<file path="config.mk">
export PLATFORM = sky130hd
export DESIGN_NAME = ctc_greedy_decode_core_flat
export DESIGN_NICKNAME = d
export VERILOG_FILES = /design/src/ctcg_pkg.sv /design/src/ctcg_if.sv /design/src/ctc_greedy_decode_core.sv /design/src/flat_wrapper.sv
export SDC_FILE = /design/constraint.sdc
export NUM_CORES = 1
export LEC_CHECK = 0
export ABC_CLOCK_PERIOD_IN_PS = 6700
export BUFFER_PORTS_ARGS = -buffer_cell sky130_fd_sc_hd__buf_2
export CAP_MARGIN = 0
export CORE_MARGIN = 3
export CORE_UTILIZATION = 50
export DETAILED_ROUTE_END_ITERATION = 7
export PLACE_DENSITY = 0.74
export SLEW_MARGIN = 20
export SYNTH_ARGS = -nofsm -noshare
export SYNTH_HDL_FRONTEND = slang
export SYNTH_SLANG_ARGS = --single-unit
</file>
<file path="constraint.sdc">
create_clock -name i_clk -period 6.7 [get_ports i_clk]
set_clock_uncertainty 0.15 [all_clocks]
set_input_delay 0.67 -clock i_clk [delete_from_list [all_inputs] [get_ports i_clk]]
set_output_delay 0.67 -clock i_clk [all_outputs]
set_load 0.01 [all_outputs]
</file>
<file path="src/ctcg_pkg.sv">
// shared constants for the ctc greedy decoder
// no dependencies; used by the channel interfaces and the core
package ctcg_pkg;

    localparam int MAX_CLASSES_DEF = 8192;

    localparam int SCORE_W = 16;
    localparam int CHAR_W  = 13;
    localparam int KEY_W   = 14;

    localparam logic [KEY_W-1:0] KEY_COUNT_RST = 14'd8192;

    // apb register map: word select bit of paddr
    localparam int APB_ADDR_W = 3;
    localparam int APB_DATA_W = 32;
    localparam logic REG_KEY_COUNT = 1'b0;

endpackage

</file>
<file path="src/ctcg_if.sv">
// valid/ready channels of the ctc greedy decoder: score stream in, character stream out
// depends on ctcg_pkg for field widths
interface ctcg_in_if;
    import ctcg_pkg::*;

    logic                      valid;
    logic                      ready;
    logic signed [SCORE_W-1:0] score;
    logic                      row_end;
    logic                      line_end;

    modport source (output valid, output score, output row_end, output line_end,
                    input ready);
    modport sink   (input valid, input score, input row_end, input line_end,
                    output ready);
endinterface

interface ctcg_out_if;
    import ctcg_pkg::*;

    logic              valid;
    logic              ready;
    logic [CHAR_W-1:0] char_index;
    logic              has_char;
    logic              last_of_line;

    modport source (output valid, output char_index, output has_char,
                    output last_of_line, input ready);
    modport sink   (input valid, input char_index, input has_char,
                    input last_of_line, output ready);
endinterface

</file>
<file path="src/ctc_greedy_decode_core.sv">
// ctc greedy decoder: running argmax per row, collapse of repeats and blanks
// Usage:
//   i_in carries one class score per request (signed Q8.8) with row_end on the
//   last score of a time step and line_end with it on the last row of a line.
//   o_out gives a request for each decoded character and one closing each
//   line (has_char 0 when the last row adds no character).
//   key_count is written over the apb port at address 0; it must only change
//   while no request is in flight.
// An accepted score is held in the input register; its result, if any, moves
//   to the output register when the input register advances.
// Throughput: one score per cycle unless o_out stalls; the row state (column,
//   best score, best column, previous winner) updates in the single stage
//   after the input register, so consecutive scores never wait on each other.
// Reset (synchronous, active low) empties both registers, clears the column and
//   previous winner and restores key_count to 8192.
// When the receiver stalls, the result stays in the output register, one more
//   score is held in the input register, and then i_in.ready drops.
module ctc_greedy_decode_core #(
    parameter int MAX_CLASSES = ctcg_pkg::MAX_CLASSES_DEF
) (
    input  logic                                i_clk,
    input  logic                                i_rst_n,
    ctcg_in_if.sink                             i_in,
    ctcg_out_if.source                          o_out,
    input  logic                                psel,
    input  logic                                penable,
    input  logic                                pwrite,
    input  logic [ctcg_pkg::APB_ADDR_W-1:0]     paddr,
    input  logic [ctcg_pkg::APB_DATA_W-1:0]     pwdata,
    output logic [ctcg_pkg::APB_DATA_W-1:0]     prdata,
    output logic                                pready
);
    import ctcg_pkg::*;

    localparam int COL_W = $clog2(MAX_CLASSES + 1);
    localparam int WIN_W = $clog2(MAX_CLASSES);
    localparam int EXT_A = (WIN_W > KEY_W) ? WIN_W : KEY_W;
    localparam int EXT_W = (EXT_A > CHAR_W) ? EXT_A : CHAR_W;

    // configuration
    logic [KEY_W-1:0] r_key_count;

    assign pready = 1'b1;

    always_ff @(posedge i_clk) begin
        if (!i_rst_n) begin
            r_key_count <= KEY_COUNT_RST;
        end else if (psel && penable && pwrite && paddr[2] == REG_KEY_COUNT) begin
            r_key_count <= pwdata[KEY_W-1:0];
        end
    end

    always_comb begin
        prdata = '0;
        if (paddr[2] == REG_KEY_COUNT) begin
            prdata = APB_DATA_W'(r_key_count);
        end
    end

    // input register
    logic                      r_s1_valid;
    logic signed [SCORE_W-1:0] r_s1_score;
    logic                      r_s1_row_end;
    logic                      r_s1_line_end;
    logic                      s1_adv;
    logic                      in_take;

    assign s1_adv   = r_s1_valid && (!o_out.valid || o_out.ready);
    assign i_in.ready = !r_s1_valid || s1_adv;
    assign in_take  = i_in.valid && i_in.ready;

    always_ff @(posedge i_clk) begin
        if (!i_rst_n) begin
            r_s1_valid <= 1'b0;
        end else if (in_take) begin
            r_s1_valid <= 1'b1;
        end else if (s1_adv) begin
            r_s1_valid <= 1'b0;
        end
    end

    always_ff @(posedge i_clk) begin
        if (in_take) begin
            r_s1_score    <= i_in.score;
            r_s1_row_end  <= i_in.row_end;
            r_s1_line_end <= i_in.line_end;
        end
    end

    // row state
    logic [COL_W-1:0]          r_column;
    logic signed [SCORE_W-1:0] r_best_score;
    logic [WIN_W-1:0]          r_best_column;
    logic [WIN_W-1:0]          r_prev_winner;

    logic                      col_live;
    logic                      take_score;
    logic signed [SCORE_W-1:0] cur_score;
    logic [WIN_W-1:0]          cur_column;
    logic [EXT_W-1:0]          winner_ext;
    logic                      is_char;
    logic                      has_result;
    logic [CHAR_W-1:0]         char_val;

    always_comb begin
        col_live   = r_column < COL_W'(MAX_CLASSES);
        take_score = col_live && (r_column == '0 || r_s1_score > r_best_score);
        cur_score  = take_score ? r_s1_score : r_best_score;
        cur_column = take_score ? r_column[WIN_W-1:0] : r_best_column;
        winner_ext = EXT_W'(cur_column);
        is_char    = (cur_column != '0) && (winner_ext < EXT_W'(r_key_count))
                     && (cur_column != r_prev_winner);
        has_result = r_s1_row_end && (is_char || r_s1_line_end);
        char_val   = is_char ? CHAR_W'(winner_ext - EXT_W'(1)) : '0;
    end

    always_ff @(posedge i_clk) begin
        if (!i_rst_n) begin
            r_column      <= '0;
            r_prev_winner <= '0;
        end else if (s1_adv) begin
            if (r_s1_row_end) begin
                r_column      <= '0;
                r_prev_winner <= r_s1_line_end ? '0 : cur_column;
            end else if (col_live) begin
                r_column <= r_column + COL_W'(1);
            end
        end
    end

    // the row's first score always loads, so these need no reset
    always_ff @(posedge i_clk) begin
        if (s1_adv) begin
            r_best_score  <= cur_score;
            r_best_column <= cur_column;
        end
    end

    // output register
    logic              r_out_valid;
    logic [CHAR_W-1:0] r_out_char;
    logic              r_out_has_char;
    logic              r_out_last;

    always_ff @(posedge i_clk) begin
        if (!i_rst_n) begin
            r_out_valid <= 1'b0;
        end else if (s1_adv) begin
            r_out_valid <= has_result;
        end else if (o_out.ready) begin
            r_out_valid <= 1'b0;
        end
    end

    always_ff @(posedge i_clk) begin
        if (s1_adv && has_result) begin
            r_out_char     <= char_val;
            r_out_has_char <= is_char;
            r_out_last     <= r_s1_line_end;
        end
    end

    assign o_out.valid        = r_out_valid;
    assign o_out.char_index   = r_out_char;
    assign o_out.has_char     = r_out_has_char;
    assign o_out.last_of_line = r_out_last;

endmodule

</file>
<file path="src/flat_wrapper.sv">
// flat-port wrapper written by rule: the top's interface ports become plain ports
module ctc_greedy_decode_core_flat import ctcg_pkg::*;
#(
    parameter int MAX_CLASSES = ctcg_pkg::MAX_CLASSES_DEF
)
  (i_clk, i_rst_n, psel, penable, pwrite, paddr, pwdata, prdata, pready, i_in_valid, i_in_score, i_in_row_end, i_in_line_end, i_in_ready, o_out_valid, o_out_char_index, o_out_has_char, o_out_last_of_line, o_out_ready);
  ctcg_in_if i_in_i ();
  ctcg_out_if o_out_i ();
  input  logic i_clk;
  input  logic i_rst_n;
  input  logic psel;
  input  logic penable;
  input  logic pwrite;
  input  logic [ctcg_pkg::APB_ADDR_W-1:0] paddr;
  input  logic [ctcg_pkg::APB_DATA_W-1:0] pwdata;
  output logic [ctcg_pkg::APB_DATA_W-1:0] prdata;
  output logic pready;
  input wire logic [$bits(i_in_i.valid)-1:0] i_in_valid;
  input wire logic [$bits(i_in_i.score)-1:0] i_in_score;
  input wire logic [$bits(i_in_i.row_end)-1:0] i_in_row_end;
  input wire logic [$bits(i_in_i.line_end)-1:0] i_in_line_end;
  output wire logic [$bits(i_in_i.ready)-1:0] i_in_ready;
  output wire logic [$bits(o_out_i.valid)-1:0] o_out_valid;
  output wire logic [$bits(o_out_i.char_index)-1:0] o_out_char_index;
  output wire logic [$bits(o_out_i.has_char)-1:0] o_out_has_char;
  output wire logic [$bits(o_out_i.last_of_line)-1:0] o_out_last_of_line;
  input wire logic [$bits(o_out_i.ready)-1:0] o_out_ready;
  assign i_in_i.valid = i_in_valid;
  assign i_in_i.score = i_in_score;
  assign i_in_i.row_end = i_in_row_end;
  assign i_in_i.line_end = i_in_line_end;
  assign i_in_ready = i_in_i.ready;
  assign o_out_valid = o_out_i.valid;
  assign o_out_char_index = o_out_i.char_index;
  assign o_out_has_char = o_out_i.has_char;
  assign o_out_last_of_line = o_out_i.last_of_line;
  assign o_out_i.ready = o_out_ready;
  ctc_greedy_decode_core #(.MAX_CLASSES(MAX_CLASSES)) u_core (.i_clk(i_clk), .i_rst_n(i_rst_n), .i_in(i_in_i), .o_out(o_out_i), .psel(psel), .penable(penable), .pwrite(pwrite), .paddr(paddr), .pwdata(pwdata), .prdata(prdata), .pready(pready));
endmodule
</file>
* Yosys cells after proc, flatten, opt, wreduce, memory -nomap -nowiden
Index checks and enable logic that the tools add are counted.
Operators by class: equal/unequal tests 1, mux-type cells 9, order comparisons 3, reduce and logical (&&, ||, !) cells 24, bitwise gates (word level) 1, add/subtract/negate cells 2
Operators by type and width (count):
- 14-bit 2-to-1 mux | 3
- 13-bit 2-to-1 mux | 2
- 16-bit > comparator | 1
- 14-bit by 1-bit adder with 14-bit output (second input constant) | 1
- 14-bit zero test | 1
- 13-bit by 14-bit less-than comparator with 1-bit output | 1
- 14-bit less-than comparator (second input constant) | 1
- 13-bit inequality test | 1
- 13-bit nonzero test | 1
- 13-bit by 1-bit subtractor with 13-bit output (second input constant) | 1
- 1-bit logical AND | 10
- 2-bit AND reduction | 3
- 2-bit nonzero test | 3
- 1-bit logical OR | 4
- 1-bit 2-to-1 mux | 4
- 1-bit zero test | 2
- 1-bit inverter | 1
Storage, ports and cells: bits in registers 105, input port bits 60

* Logic depth before layout (Yosys ltp)
Gate-level depths: netlist of run 1.
depth in word-level cells 10, gate-level depth with buffers 22, depth with buffers taken out 19

* Worst setup path before layout of run 1
OpenSTA, ideal clock, no wires.
path kind reg2reg, start point register u_core.r_s1_score[15], end point register u_core.r_out_char[0] (netlist: u_core.o_out.char_index[0]) (enable), cell stages (with the launch flop) 21, buffers on the path 3, slack 1507 ps, arrival time 4651 ps, setup time 392 ps, required time 6158 ps, path through edfxtp_1 ha_1 nand4_1 nor4_2 a211o_1 o32ai_1 a21oi_2 buf_6 buf_6 clkbuf_1 mux2i_1 inv_1 ha_1 nand2b_1 nor3_1 mux2i_1 a221oi_2 o22ai_1 a21oi_1 o21ai_2 a21oi_1
On the way: cells in the longest elaborated chain, start to end 10
RTL lines:
- start, declared | RTL line ctc_greedy_decode_core.sv:62 | logic signed [SCORE_W-1:0] r_s1_score;
- start signal, assigned | RTL line ctc_greedy_decode_core.sv:84 | r_s1_score <= i_in.score;
- 16-bit > comparator * | RTL line ctc_greedy_decode_core.sv:107 | take_score = col_live && (r_column == '0 || r_s1_score > r_best_score);
- 1-bit logical OR * | RTL line ctc_greedy_decode_core.sv:107
- 1-bit logical AND * | RTL line ctc_greedy_decode_core.sv:107
- 13-bit 2-to-1 mux * | RTL line ctc_greedy_decode_core.sv:109 | cur_column = take_score ? r_column[WIN_W-1:0] : r_best_column;
- net u_core.cur_column[1] | RTL line ctc_greedy_decode_core.sv:99 | logic [WIN_W-1:0] cur_column;
- 13-bit by 14-bit less-than comparator with 1-bit output / 13-bit nonzero test (equally long branches) | RTL line ctc_greedy_decode_core.sv:111 | is_char = (cur_column != '0) && (winner_ext < EXT_W'(r_key_count))
- 1-bit logical AND | RTL line ctc_greedy_decode_core.sv:111
- 1-bit logical AND * | RTL line ctc_greedy_decode_core.sv:112 | && (cur_column != r_prev_winner);
- 1-bit logical OR * | RTL line ctc_greedy_decode_core.sv:113 | has_result = r_s1_row_end && (is_char || r_s1_line_end);
- 1-bit logical AND * | RTL line ctc_greedy_decode_core.sv:113
- 1-bit logical AND * | RTL line ctc_greedy_decode_core.sv:156 | if (s1_adv && has_result) begin
- end signal, assigned | RTL line ctc_greedy_decode_core.sv:157 | r_out_char <= char_val;
- end, declared | RTL line ctc_greedy_decode_core.sv:141 | logic [CHAR_W-1:0] r_out_char;
The timed path passes the listed nets; every way through them passes the cells marked *. A chain may end at the register's enable or synchronous reset.

* Worst setup path in the final report of run 1
start point register u_core.r_s1_score[15], end point register u_core.r_out_char[7] (netlist: u_core.o_out.char_index[7]) (enable)
Same word-level chain as after synthesis.

==> flow_metrics.py, run 1 <==
metrics = {
    "run_status": {
        "status": "completed",
    },
    "timing": {
        "fin_crit_sh_pct": 79.1,
        "setup_viol": 0,
        "hold_viol": 0,
        "fin_crit_ns": 5.30,
        "tightest_slew_ns": 0.850,
        "fmax_ghz": 0.189,
        "slew_viol_final": 0,
        "slew-limit-headroom_pct": 43.4,
        "rsz0062_at_grt": "false",
        "fin_setup_tns_ns": 0,
    },
    "clock_tree": {
        "ctsHoldBuffers": 0,
        "ctsResizeCount": 0,
        "tritoncts": "yes",
        "cts-root-buf": "clkbuf_8",
        "clock_latency_ns": 0.37,
        "clockBufferDepth": 2,
        "clkTransAtPathRegs_ns": 0.09,
        "h-tree-depth": 3,
        "cts_setup_buffers": 0,
        "cts_buffers": 9,
        "clock_sinks": 105,
    },
    "synthesis": {
        "syn_area_per_cell_um2": 10.1,
        "synth_top_family_by_area": "simple AND/OR/NAND/NOR gates",
        "synthArstFlopShare_pct": 0,
        "ys.flop_type": "edfxtp_1",
        "synth_fa_ha_area_share_pct": 6.33,
        "synth_area_um2": 5540,
        "synth_edf_count": 62,
        "synthTopCellsByArea": "edfxtp_1 (34%), dfxtp_1 (16%), ha_1 (6.3%)",
        "yosys.area.top_type_share_pct": 33.6,
        "synth_xor_xnor_area_share_pct": 5.85,
        "synth.distinct_cells": 59,
        "muxShareOfSynthArea_pct": 3.98,
        "ys_ff_latch": 105,
        "synth_simple_gate_area_share_pct": 15.7,
        "synth_top_area_cell": "edfxtp_1",
        "syn-instance-count": 547,
        "seq_area_frac_synth_pct": 49.2,
        "synth-compound-area-share_pct": 10.4,
        "yosys_warnings": 0,
    },
    "global_route": {
        "grt_pass1_vias": 4108,
        "grt_pass1_wl_um": 20100,
        "grt_max_degree": 29,
        "grt_usage_pct": 19.7,
        "globalRouteOverflowTotal": 0,
        "antenna_found_initial": 0,
    },
    "pwr": {
        "p_leak_nw": 2.58,
        "vdd_drop_max_mv": 0.125,
        "totalPowerFinal_mw": 1.22,
        "power_density_nw_per_um2": 201,
    },
    "floorplanning": {
        "die-area_um2": 12400,
        "core_um2": 10600,
        "io_pins": 110,
        "die_h_um": 111,
        "std_cell_rows": 37,
        "die_w_um": 111,
        "start_util_pct": 52.5,
    },
    "detailed_routing": {
        "wirelength_um": 12000,
        "antenna_left": 0,
        "remaining_drc_errors": 0,
        "detail_route.wl_per_cell_um": 16.0,
        "firstDrtPassIters": 5,
        "dr.first_iter.drc_count": 272,
        "via_count": 4024,
        "vias_per_cell": 5.39,
    },
    "placed_design": {
        "gp_congestion": 0.895,
        "io_buffers": 70,
        "placed_area_um2": 5880,
        "dp_hpwl_um": 9170,
    },
    "critical_path": {
        "crit_end": "u_core.o_out.char_index[7]",
        "r2r_slack_ns": 1.40,
        "cp_data_required_time_ns": 6.62,
        "r2r_cells": 19,
        "regToRegEndpoint": "u_core.o_out.char_index[7]",
        "timing.rr.start": "u_core.r_s1_score[15]",
        "crit_start": "u_core.r_s1_score[15]",
        "critPathArrivalTime_ns": 5.21,
        "critical_path_class": "register to register",
        "setup.worst_path.start_class": "register",
        "endpoint_kind": "register",
        "path_max_fanout": 28,
    },
    "flow_run": {
        "maxCapViolCount": 0,
    },
    "finish": {
        "num-nets-final": 694,
        "design_area_um2": 6050,
        "drive_gt1_share_pct": 17.0,
        "utilization_pct": 57.3,
        "area_delta_synth_final_pct": 9.20,
        "n_antenna_cell": 0,
    },
    "min_path": {
        "hold_path.class": "register to register",
    },
}
==> stage by stage <==
stage / setup slack [ns] / hold slack (ns) / cells
finish: 1.40 / 0.315 / 747
floorplan: 1.51 / 0.276 / 564
detailed placement: 1.39 / 0.295 / 731
CTS: 1.38 / 0.308 / 747
global route: 0.948 / 0.310 / 747
global placement: 1.62 / 0.289 / 731
==> cell type report <==
class                   count  area [um^2]
repair buffers             72          365
inverters                  55          206
multi-input cells         363         2410
clock buffers              13          149
clock inverters             3         17.5
fillers                   933         4510
well taps                 136          170
flip-flops and latches    105         2720
==> cells by family after synthesis <==
kind of cell | Yosys count
AOI/OAI and AO/OA | 88
xor gates and xnor gates | 37
adders and majority gates | 28
buffers and inverters | 96
DFF | 105
muxes | 20
other | 2
and+or+nand+nor | 171
==> registers in the layout, summed over array words and instances, names as in the netlist, 13 cells and up <==
name	cells
u_core.r_s1_score	16
u_core.r_prev_winner	13
u_core.o_out.char_index	13
u_core.r_best_score	16
u_core.r_key_count	14
u_core.r_best_column	13
u_core.r_column	14
==> critical path, cell delays in order (launching register included) <==
cell	delay, ns
edfxtp_1	0.42
ha_1	0.35
nand4_1	0.19
nor4_2	0.46
a211o_1	0.19
o32ai_1	0.10
a21oi_2	0.15
buf_4	0.38
mux2i_1	0.49
inv_1	0.12
ha_1	0.20
nand2b_1	0.15
nor3_1	0.17
mux2i_1	0.14
a221oi_2	0.26
o22ai_1	0.11
a21oi_1	0.20
o21ai_2	0.24
a21oi_1	0.23
buf_4	0.27
==> cell usage in the layout, fill, tap and decap left out, types with 3 or more instances in the layout <==
| master | instances |
|---|---|
| and2_1 | 5 |
| o21ai_0 | 15 |
| buf_2 | 70 |
| inv_1 | 52 |
| ha_1 | 28 |
| clkbuf_8 | 10 |
| o22ai_1 | 9 |
| inv_2 | 3 |
| nand2b_1 | 5 |
| nor3_1 | 9 |
| mux2i_1 | 16 |
| a21o_1 | 4 |
| nand4_1 | 11 |
| nor2_1 | 47 |
| nor4_1 | 5 |
| xor2_1 | 7 |
| edfxtp_1 | 62 |
| xnor2_1 | 30 |
| dfxtp_1 | 43 |
| conb_1 | 19 |
| nor4_2 | 3 |
| a21oi_1 | 24 |
| nor2b_1 | 9 |
| nand4b_1 | 3 |
| a21boi_0 | 14 |
| nand2_1 | 56 |
| clkbuf_1 | 3 |
| nand3_1 | 6 |
| or3_1 | 3 |
==> where the power goes <==
| group | internal, mW | total, mW | switching (mW) |
|---|---|---|---|
| combinational | 0.0595 | 0.147 | 0.0873 |
| sequential | 0.706 | 0.721 | 0.0143 |
| clock | 0.145 | 0.351 | 0.206 |
==> cells in the mapped netlist (14+ instances only) <==
master and n:
a21oi_1 24, nor2_1 47, edfxtp_1 62, mux2i_1 16
xnor2_1 30, nand2_1 56, a21boi_0 14, o21ai_0 15
inv_1 52, dfxtp_1 43, buf_4 20, ha_1 28
==> metal layers <==
metal	up-vias	track usage, %	routed length [um]
met4	0	6.97	223
met2	129	33.3	5920
met1	1909	25.6	5260
met3	23	3.44	573
met5	-	0	0
li1	1963	-	-
==> worst min path at each step <==
stage	slack [ns]	startpoint	cells past startpoint	to
after detailed placement	0.29	u_core.r_s1_score[2]	0	u_core.r_best_score[2]
after floorplan	0.28	u_core.r_s1_score[0]	0	u_core.r_best_score[0]
after global routing	0.31	i_in_line_end	1	u_core.r_s1_line_end
after CTS	0.31	i_in_score[9]	1	u_core.r_s1_score[9]
final	0.31	u_core.r_s1_score[3]	0	u_core.r_best_score[3]
after global placement	0.29	u_core.r_s1_score[9]	0	u_core.r_best_score[9]
(Power assumes the default switching activity.)
==> inputs of run 2 (changes only) <==
--- a/config.mk
+++ b/config.mk
@@ -5,13 +5,14 @@
 export SDC_FILE = /design/constraint.sdc
 export NUM_CORES = 1
 export LEC_CHECK = 0
-export ABC_CLOCK_PERIOD_IN_PS = 6700
+export ABC_AREA = 1
+export ABC_CLOCK_PERIOD_IN_PS = 4600
 export BUFFER_PORTS_ARGS = -buffer_cell sky130_fd_sc_hd__buf_2
 export CAP_MARGIN = 0
 export CORE_MARGIN = 3
 export CORE_UTILIZATION = 50
 export DETAILED_ROUTE_END_ITERATION = 7
-export PLACE_DENSITY = 0.74
+export PLACE_DENSITY = 0.76
 export SLEW_MARGIN = 20
 export SYNTH_ARGS = -nofsm -noshare
 export SYNTH_HDL_FRONTEND = slang
==> constraint.sdc (replaced) <==
create_clock -name i_clk -period 4.6 [get_ports i_clk]
set_clock_uncertainty 0.15 [all_clocks]
set_input_delay 0.46 -clock i_clk [delete_from_list [all_inputs] [get_ports i_clk]]
set_output_delay 0.46 -clock i_clk [all_outputs]
set_load 0.01 [all_outputs]
==> run 2 against run 1 <==
Compared with the run above:
- synthesized cell count increased by 15%
- sequential share of layout area is 0.39 points lower
- combinational power is 130% higher
- final area up 0.87%
- flip-flop and latch count stayed put
- first-iteration DRC count grew 20%
- clock power rose by 53%
- setup slack worse by 0.83 ns
- total power rose by 58%
==> flow_metrics.py, run 2 <==
metrics = {
    "detailed_routing": {
        "remaining_drc_errors": 0,
        "antenna_left": 0,
        "detail_route.wl_per_cell_um": 12.9,
        "wl_met3_um": 677,
        "top_layer_used": "met4",
        "firstDrtPassIters": 7,
        "route.met2.wl_um": 4810,
        "vias_per_cell": 5.05,
        "via_count": 4261,
        "met1_length_um": 5060,
        "dr.first_iter.drc_count": 327,
        "wirelength_um": 10900,
    },
    "clock_tree": {
        "cts_buffers": 9,
        "clkTransAtPathRegs_ns": 0.10,
        "ctsHoldBuffers": 0,
        "tritoncts": "yes",
        "clock_latency_ns": 0.36,
        "clock_sinks": 105,
        "h-tree-depth": 3,
        "ctsResizeCount": 0,
        "clockBufferDepth": 2,
        "cts-root-buf": "clkbuf_8",
        "cts_setup_buffers": 0,
    },
    "flow_run": {
        "maxCapViolCount": 0,
    },
    "min_path": {
        "min_from": "i_in_score[5]",
        "hold_depth": 1,
        "hold_path.class": "input port to register",
        "hold_end": "u_core.r_s1_score[5]",
    },
    "pwr": {
        "totalPowerFinal_mw": 1.93,
        "p_leak_nw": 2.81,
        "vdd_drop_max_mv": 0.143,
        "power_density_nw_per_um2": 316,
    },
    "finish": {
        "final_cell_mix": "inv_1 (111), nand2_1 (109), buf_2 (70)",
        "drive_gt1_share_pct": 20.5,
        "reg.largest.list": "u_core.r_best_score (16), u_core.r_s1_score (16)",
        "area_delta_synth_final_pct": 10.5,
        "ff_latch_area_um2": 2720,
        "multi_input_area_um2": 2190,
        "final_common_cell": "inv_1",
        "num-nets-final": 791,
        "n_antenna_cell": 0,
        "fillers": 915,
    },
    "synthesis": {
        "synth.most_common_cell": "inv_1",
        "yosys.area.top_type_share_pct": 33.7,
        "synth_top_family_by_area": "simple AND/OR/NAND/NOR gates",
        "seq_area_frac_synth_pct": 49.3,
        "synth_xor_xnor_area_share_pct": 0.317,
        "synth.distinct_cells": 40,
        "synthTopCellsByArea": "edfxtp_1 (34%), dfxtp_1 (16%), inv_1 (7.5%)",
        "synth_area_um2": 5520,
        "ys.flop_type": "edfxtp_1",
        "synth-compound-area-share_pct": 9.79,
        "synthArstFlopShare_pct": 0,
        "synth_commonest_cells": "inv_1 (111), nand2_1 (109), edfxtp_1 (62), nand3_1 (45)",
        "ys_ff_latch": 105,
        "synth_simple_gate_area_share_pct": 21.9,
        "synth_top_area_cell": "edfxtp_1",
        "syn_area_per_cell_um2": 8.76,
        "synth_edf_count": 62,
        "syn-instance-count": 630,
        "muxShareOfSynthArea_pct": 0,
        "yosys_warnings": 0,
        "synth_fa_ha_area_share_pct": 6.35,
    },
    "timing": {
        "worst_slack_ns": 0.568,
        "fmax_ghz": 0.248,
        "slew-limit-headroom_pct": 50.3,
        "hold_viol": 0,
        "slew_viol_final": 0,
        "tightest_slew_ns": 0.743,
        "setup_viol": 0,
        "rsz0062_at_grt": "false",
        "fin_setup_tns_ns": 0,
        "fin_crit_ns": 4.03,
        "fin_crit_sh_pct": 87.7,
    },
    "global_route": {
        "grt_pass1_wl_um": 18400,
        "antenna_found_initial": 0,
        "grt_usage_pct": 18.0,
        "globalRouteOverflowTotal": 0,
        "grt_pass1_vias": 4163,
        "grt_max_degree": 27,
    },
    "critical_path": {
        "critical_path_class": "register to register",
        "r2r_slack_ns": 0.57,
        "path_max_fanout": 22,
        "critPathArrivalTime_ns": 3.94,
        "cpMostUsedCell": "nand2_1",
        "timing.rr.start": "u_core.r_s1_score[13]",
        "endpoint_kind": "register",
        "cp_slowest_stage_delay_ns": 0.41,
        "r2r_cells": 24,
        "setup.worst_path.start_class": "register",
        "cp_data_required_time_ns": 4.51,
        "crit_chain": "ha_1 > nand2_1 > inv_1 > o21bai_1 > nand2_1 > a21oi_1 > nand3_1 > nand3_2 > nand2_4 > nand2_4 > nand2_1 > nand2_1 > inv_1 > ha_1 > nand3_1 > nor2_1 > nor2_1 > nand2_1 > nand2_1 > nand4_4 > nand2_1 > nand2_1 > inv_1 > buf_4",
        "slowest_stage": "edfxtp_1",
        "regToRegEndpoint": "u_core.o_out.char_index[10]",
    },
    "run_status": {
        "status": "completed",
    },
    "floorplanning": {
        "start_util_pct": 52.5,
        "die_w_um": 111,
        "die_h_um": 111,
        "std_cell_rows": 37,
        "die-area_um2": 12300,
        "core_um2": 10500,
        "io_pins": 110,
    },
    "placed_design": {
        "dp_slack_ns": 0.603,
        "io_buffers": 70,
        "gp_congestion": 0.916,
        "dp_hpwl_um": 8530,
    },
}
## run 2: cell count changes in the layout (fill, tap and decap cells not counted), moves of 7 or more
cell,change
nand2_2,+13
nand3_1,+39
inv_1,+59
xnor2_1,-30
a21boi_0,-14
o21ai_0,+7
nand2_4,+7
mux2i_1,-16
a21oi_1,+9
nand2_1,+53
a21oi_2,+8
nor2b_1,-9
## run 2: critical path, delay by kind of cell (launching register included)
kind                       cells  cell delay (ns)
and+or+nand+nor               16             1.79
buffers and inverters          4             0.48
DFF                            1             0.41
adders and majority gates      2             0.62
AOI/OAI and AO/OA              2             0.28
## run 2: final cells by class
| class | count | area share [%] |
|---|---|---|
| Inverter | 120 | 7.39 |
| Sequential cell | 105 | 44.6 |
| Clock inverter | 4 | 0.410 |
| Timing Repair Buffer | 75 | 6.36 |
| Tap cell | 136 | 2.79 |
| Clock buffer | 12 | 2.56 |
| Multi-Input combinational cell | 392 | 35.8 |
## run 2: metrics by stage
step / utilization [%] / area (um^2) / instances / hold WS, ns
after global routing: 58.0 / 6100 / 844 / 0.0948
after global placement: 56.3 / 5920 / 828 / 0.290
final: 58.0 / 6100 / 844 / 0.117
after floorplan: - / 5580 / 647 / 0.276
after CTS: 58.0 / 6100 / 844 / 0.101
after detailed placement: 56.3 / 5920 / 828 / 0.287
## run 2: worst max-delay path by stage
stage	slack, ns	endpoint	start
floorplan	1.14	u_core.o_out.char_index[0]	u_core.r_s1_score[15]
global placement	0.68	u_core.o_out.char_index[9]	u_core.r_s1_score[15]
detailed placement	0.60	u_core.o_out.char_index[10]	u_core.r_s1_score[11]
CTS	0.58	u_core.o_out.char_index[10]	u_core.r_s1_score[11]
global route	0.23	u_core.o_out.char_index[10]	u_core.r_s1_score[5]
finish	0.57	u_core.o_out.char_index[10]	u_core.r_s1_score[13]
## run 2: cell families after synthesis
logic type,count (synthesis)
compound gates,91
buf+inv,150
xor+xnor,2
other cells,2
simple gates,252
fa+ha+maj,28
flops,105
## run 2: power breakdown
group | total [mW] | internal (mW) | switching, mW
Combinational | 0.332 | 0.115 | 0.217
Sequential | 1.06 | 1.05 | 0.0133
Clock | 0.536 | 0.231 | 0.306
Total | 1.93 | 1.39 | 0.536
## run 2: routing by layer
metal / vias up / global-route usage [%]
li1: 2167 / -
met1: 1909 / 24.0
met2: 158 / 28.5
met3: 27 / 2.95
met4: 0 / 9.08
met5: - / 0
==> inputs of run 3 (changes only) <==
--- a/config.mk
+++ b/config.mk
@@ -12,7 +12,7 @@
 export CORE_MARGIN = 3
 export CORE_UTILIZATION = 50
 export DETAILED_ROUTE_END_ITERATION = 7
-export PLACE_DENSITY = 0.76
+export PLACE_DENSITY = 0.8
 export SLEW_MARGIN = 20
 export SYNTH_ARGS = -nofsm -noshare
 export SYNTH_HDL_FRONTEND = slang
==> run 3 against run 2 <==
Compared with the run above:
- sequential share of layout area is 0.16 points lower
- global-route usage is 0.13 points higher
- die area stayed put
- worst hold slack worse by 0.011 ns
- critical endpoint is now u_core.o_out.char_index[6]
==> flow_metrics.py, run 3 (synthesized netlist as in run 2, its figures left out) <==
metrics = {
    "pwr": {
        "p_seq_share_pct": 53.0,
        "vdd_drop_max_mv": 0.142,
        "p_int_mw": 1.47,
        "power_density_nw_per_um2": 327,
        "comb_power_share_pct": 16.6,
        "swShare_pct": 26.8,
        "totalPowerFinal_mw": 2.00,
        "p_leak_nw": 2.82,
        "p_clk_share_pct": 30.5,
        "p_sw_mw": 0.537,
    },
    "finish": {
        "area_delta_synth_final_pct": 10.9,
        "final_cell_mix": "inv_1 (111), nand2_1 (109), buf_2 (70)",
        "design_area_um2": 6120,
        "drive_gt1_share_pct": 20.5,
        "final_common_cell": "inv_1",
        "fin_cells": 843,
        "reg.largest.list": "u_core.r_best_score (16), u_core.r_s1_score (16)",
        "utilization_pct": 58.2,
        "n_antenna_cell": 0,
        "num-nets-final": 790,
    },
    "timing": {
        "slew_viol_final": 0,
        "tightest_slew_ns": 0.746,
        "worst_slack_ns": 0.567,
        "fin_crit_ns": 4.03,
        "fin_setup_tns_ns": 0,
        "hold_viol": 0,
        "fmax_ghz": 0.248,
        "setup_viol": 0,
        "fin_crit_sh_pct": 87.7,
        "slew-limit-headroom_pct": 50.2,
        "rsz0062_at_grt": "false",
        "hold_ws_ns": 0.106,
    },
    "floorplanning": {
        "die_h_um": 111,
        "die-area_um2": 12300,
        "die_w_um": 111,
        "std_cell_rows": 37,
        "core_um2": 10500,
        "io_pins": 110,
        "start_util_pct": 52.5,
    },
    "detailed_routing": {
        "wirelength_um": 11200,
        "remaining_drc_errors": 0,
        "vias_per_cell": 5.08,
        "antenna_left": 0,
        "detail_route.wl_per_cell_um": 13.3,
        "via_count": 4280,
        "dr.first_iter.drc_count": 317,
        "firstDrtPassIters": 6,
    },
    "critical_path": {
        "cp_slowest_stage_delay_ns": 0.42,
        "worst-path-buf-inv": 3,
        "slowest_stage": "edfxtp_1",
        "cp_data_required_time_ns": 4.53,
        "critPathArrivalTime_ns": 3.96,
        "cpMostUsedCell": "nand2_1",
        "critical_path.top_delay_family": "simple AND/OR/NAND/NOR gates",
        "path_max_fanout": 22,
        "crit_chain": "ha_1 > nand2_2 > o21bai_1 > nand2_1 > a21oi_1 > nand3_1 > nand3_2 > nand2_4 > nand2_4 > nand2_1 > nand2_1 > inv_1 > ha_1 > nand3_1 > nor2_1 > nor2_1 > nand2_1 > nand2_1 > nand4_4 > nand2_1 > nand2_1 > inv_1 > buf_4",
        "setup.worst_path.start_class": "register",
        "endpoint_kind": "register",
        "critical_path_class": "register to register",
    },
    "clock_tree": {
        "h-tree-depth": 3,
        "tritoncts": "yes",
        "cts_buffers": 9,
        "ctsResizeCount": 0,
        "clock_sinks": 105,
        "clock_latency_ns": 0.38,
        "cts-root-buf": "clkbuf_8",
        "clockBufferDepth": 2,
        "ctsHoldBuffers": 0,
        "cts_setup_buffers": 0,
        "clkTransAtPathRegs_ns": 0.09,
    },
    "global_route": {
        "grt_max_degree": 27,
        "grt_usage_pct": 18.1,
        "globalRouteOverflowTotal": 0,
        "grt_pass1_wl_um": 18400,
        "antenna_found_initial": 0,
        "grt_pass1_vias": 4062,
    },
    "flow_run": {
        "maxCapViolCount": 0,
    },
    "placed_design": {
        "dp_slack_ns": 0.613,
        "dp_hpwl_um": 8530,
        "io_buffers": 70,
        "placed_area_um2": 5910,
        "gp_congestion": 0.893,
        "dp_cells": 827,
    },
    "run_status": {
        "status": "completed",
    },
    "min_path": {
        "hold_path.class": "input port to register",
    },
}
run 3: cell count changes in the layout (fill, tap and decap cells not counted):
cell       previous run  this run
buf_4                 5         4
bufinv_16             0         2
clkbuf_16             1         0
inv_4                 2         0
clkinv_2              1         3
clkbuf_1              2         1
run 3: worst register-to-register path, stage by stage, from the launching register on:
cell and delay (ns):
edfxtp_1 0.42, ha_1 0.32, nand2_2 0.10, o21bai_1 0.11, nand2_1 0.06, a21oi_1 0.18, nand3_1 0.12, nand3_2 0.12
nand2_4 0.12, nand2_4 0.29, nand2_1 0.09, nand2_1 0.23, inv_1 0.13, ha_1 0.32, nand3_1 0.11, nor2_1 0.05
nor2_1 0.08, nand2_1 0.05, nand2_1 0.09, nand4_4 0.11, nand2_1 0.08, nand2_1 0.13, inv_1 0.09, buf_4 0.21
run 3: routing by layer:
layer | wire (um) | up-vias | GRT usage (%)
met3 | 762 | 21 | 2.46
met2 | 5180 | 162 | 29.7
met4 | 282 | 0 | 8.76
met1 | 4980 | 1929 | 23.8
li1 | - | 2168 | -
met5 | 0 | - | 0
run 3: area by class of cell:
cell class              instances  area [um^2]
fillers                       892         4390
flip-flops and latches        105         2720
multi-input cells             392         2190
inverters                     120          450
repair buffers                 74          380
well taps                     136          170
clock buffers                  10          128
clock inverters                 6         82.6
run 3: path summary, 6_finish.rpt:
check	start	end	slack, ns	cells after the start
max	u_core.r_s1_score[15]	u_core.o_out.char_index[6]	0.57	23
min	i_in_score[15]	u_core.r_s1_score[15]	0.11	1
max reg2reg	u_core.r_s1_score[15]	u_core.o_out.char_index[6]	0.57	23
min reg2reg	u_core.r_s1_score[6]	u_core.r_best_score[6]	0.31	0
run 3: power by group through the flow:
stage                     logic [mW]  clock network, mW  registers [mW]
after floorplan                0.258                  0            1.08
after global placement         0.317                  0            1.08
after detailed placement       0.328                  0            1.08
after CTS                      0.332              0.619            1.06
after global routing           0.376              0.652            1.07
final                          0.332              0.610            1.06
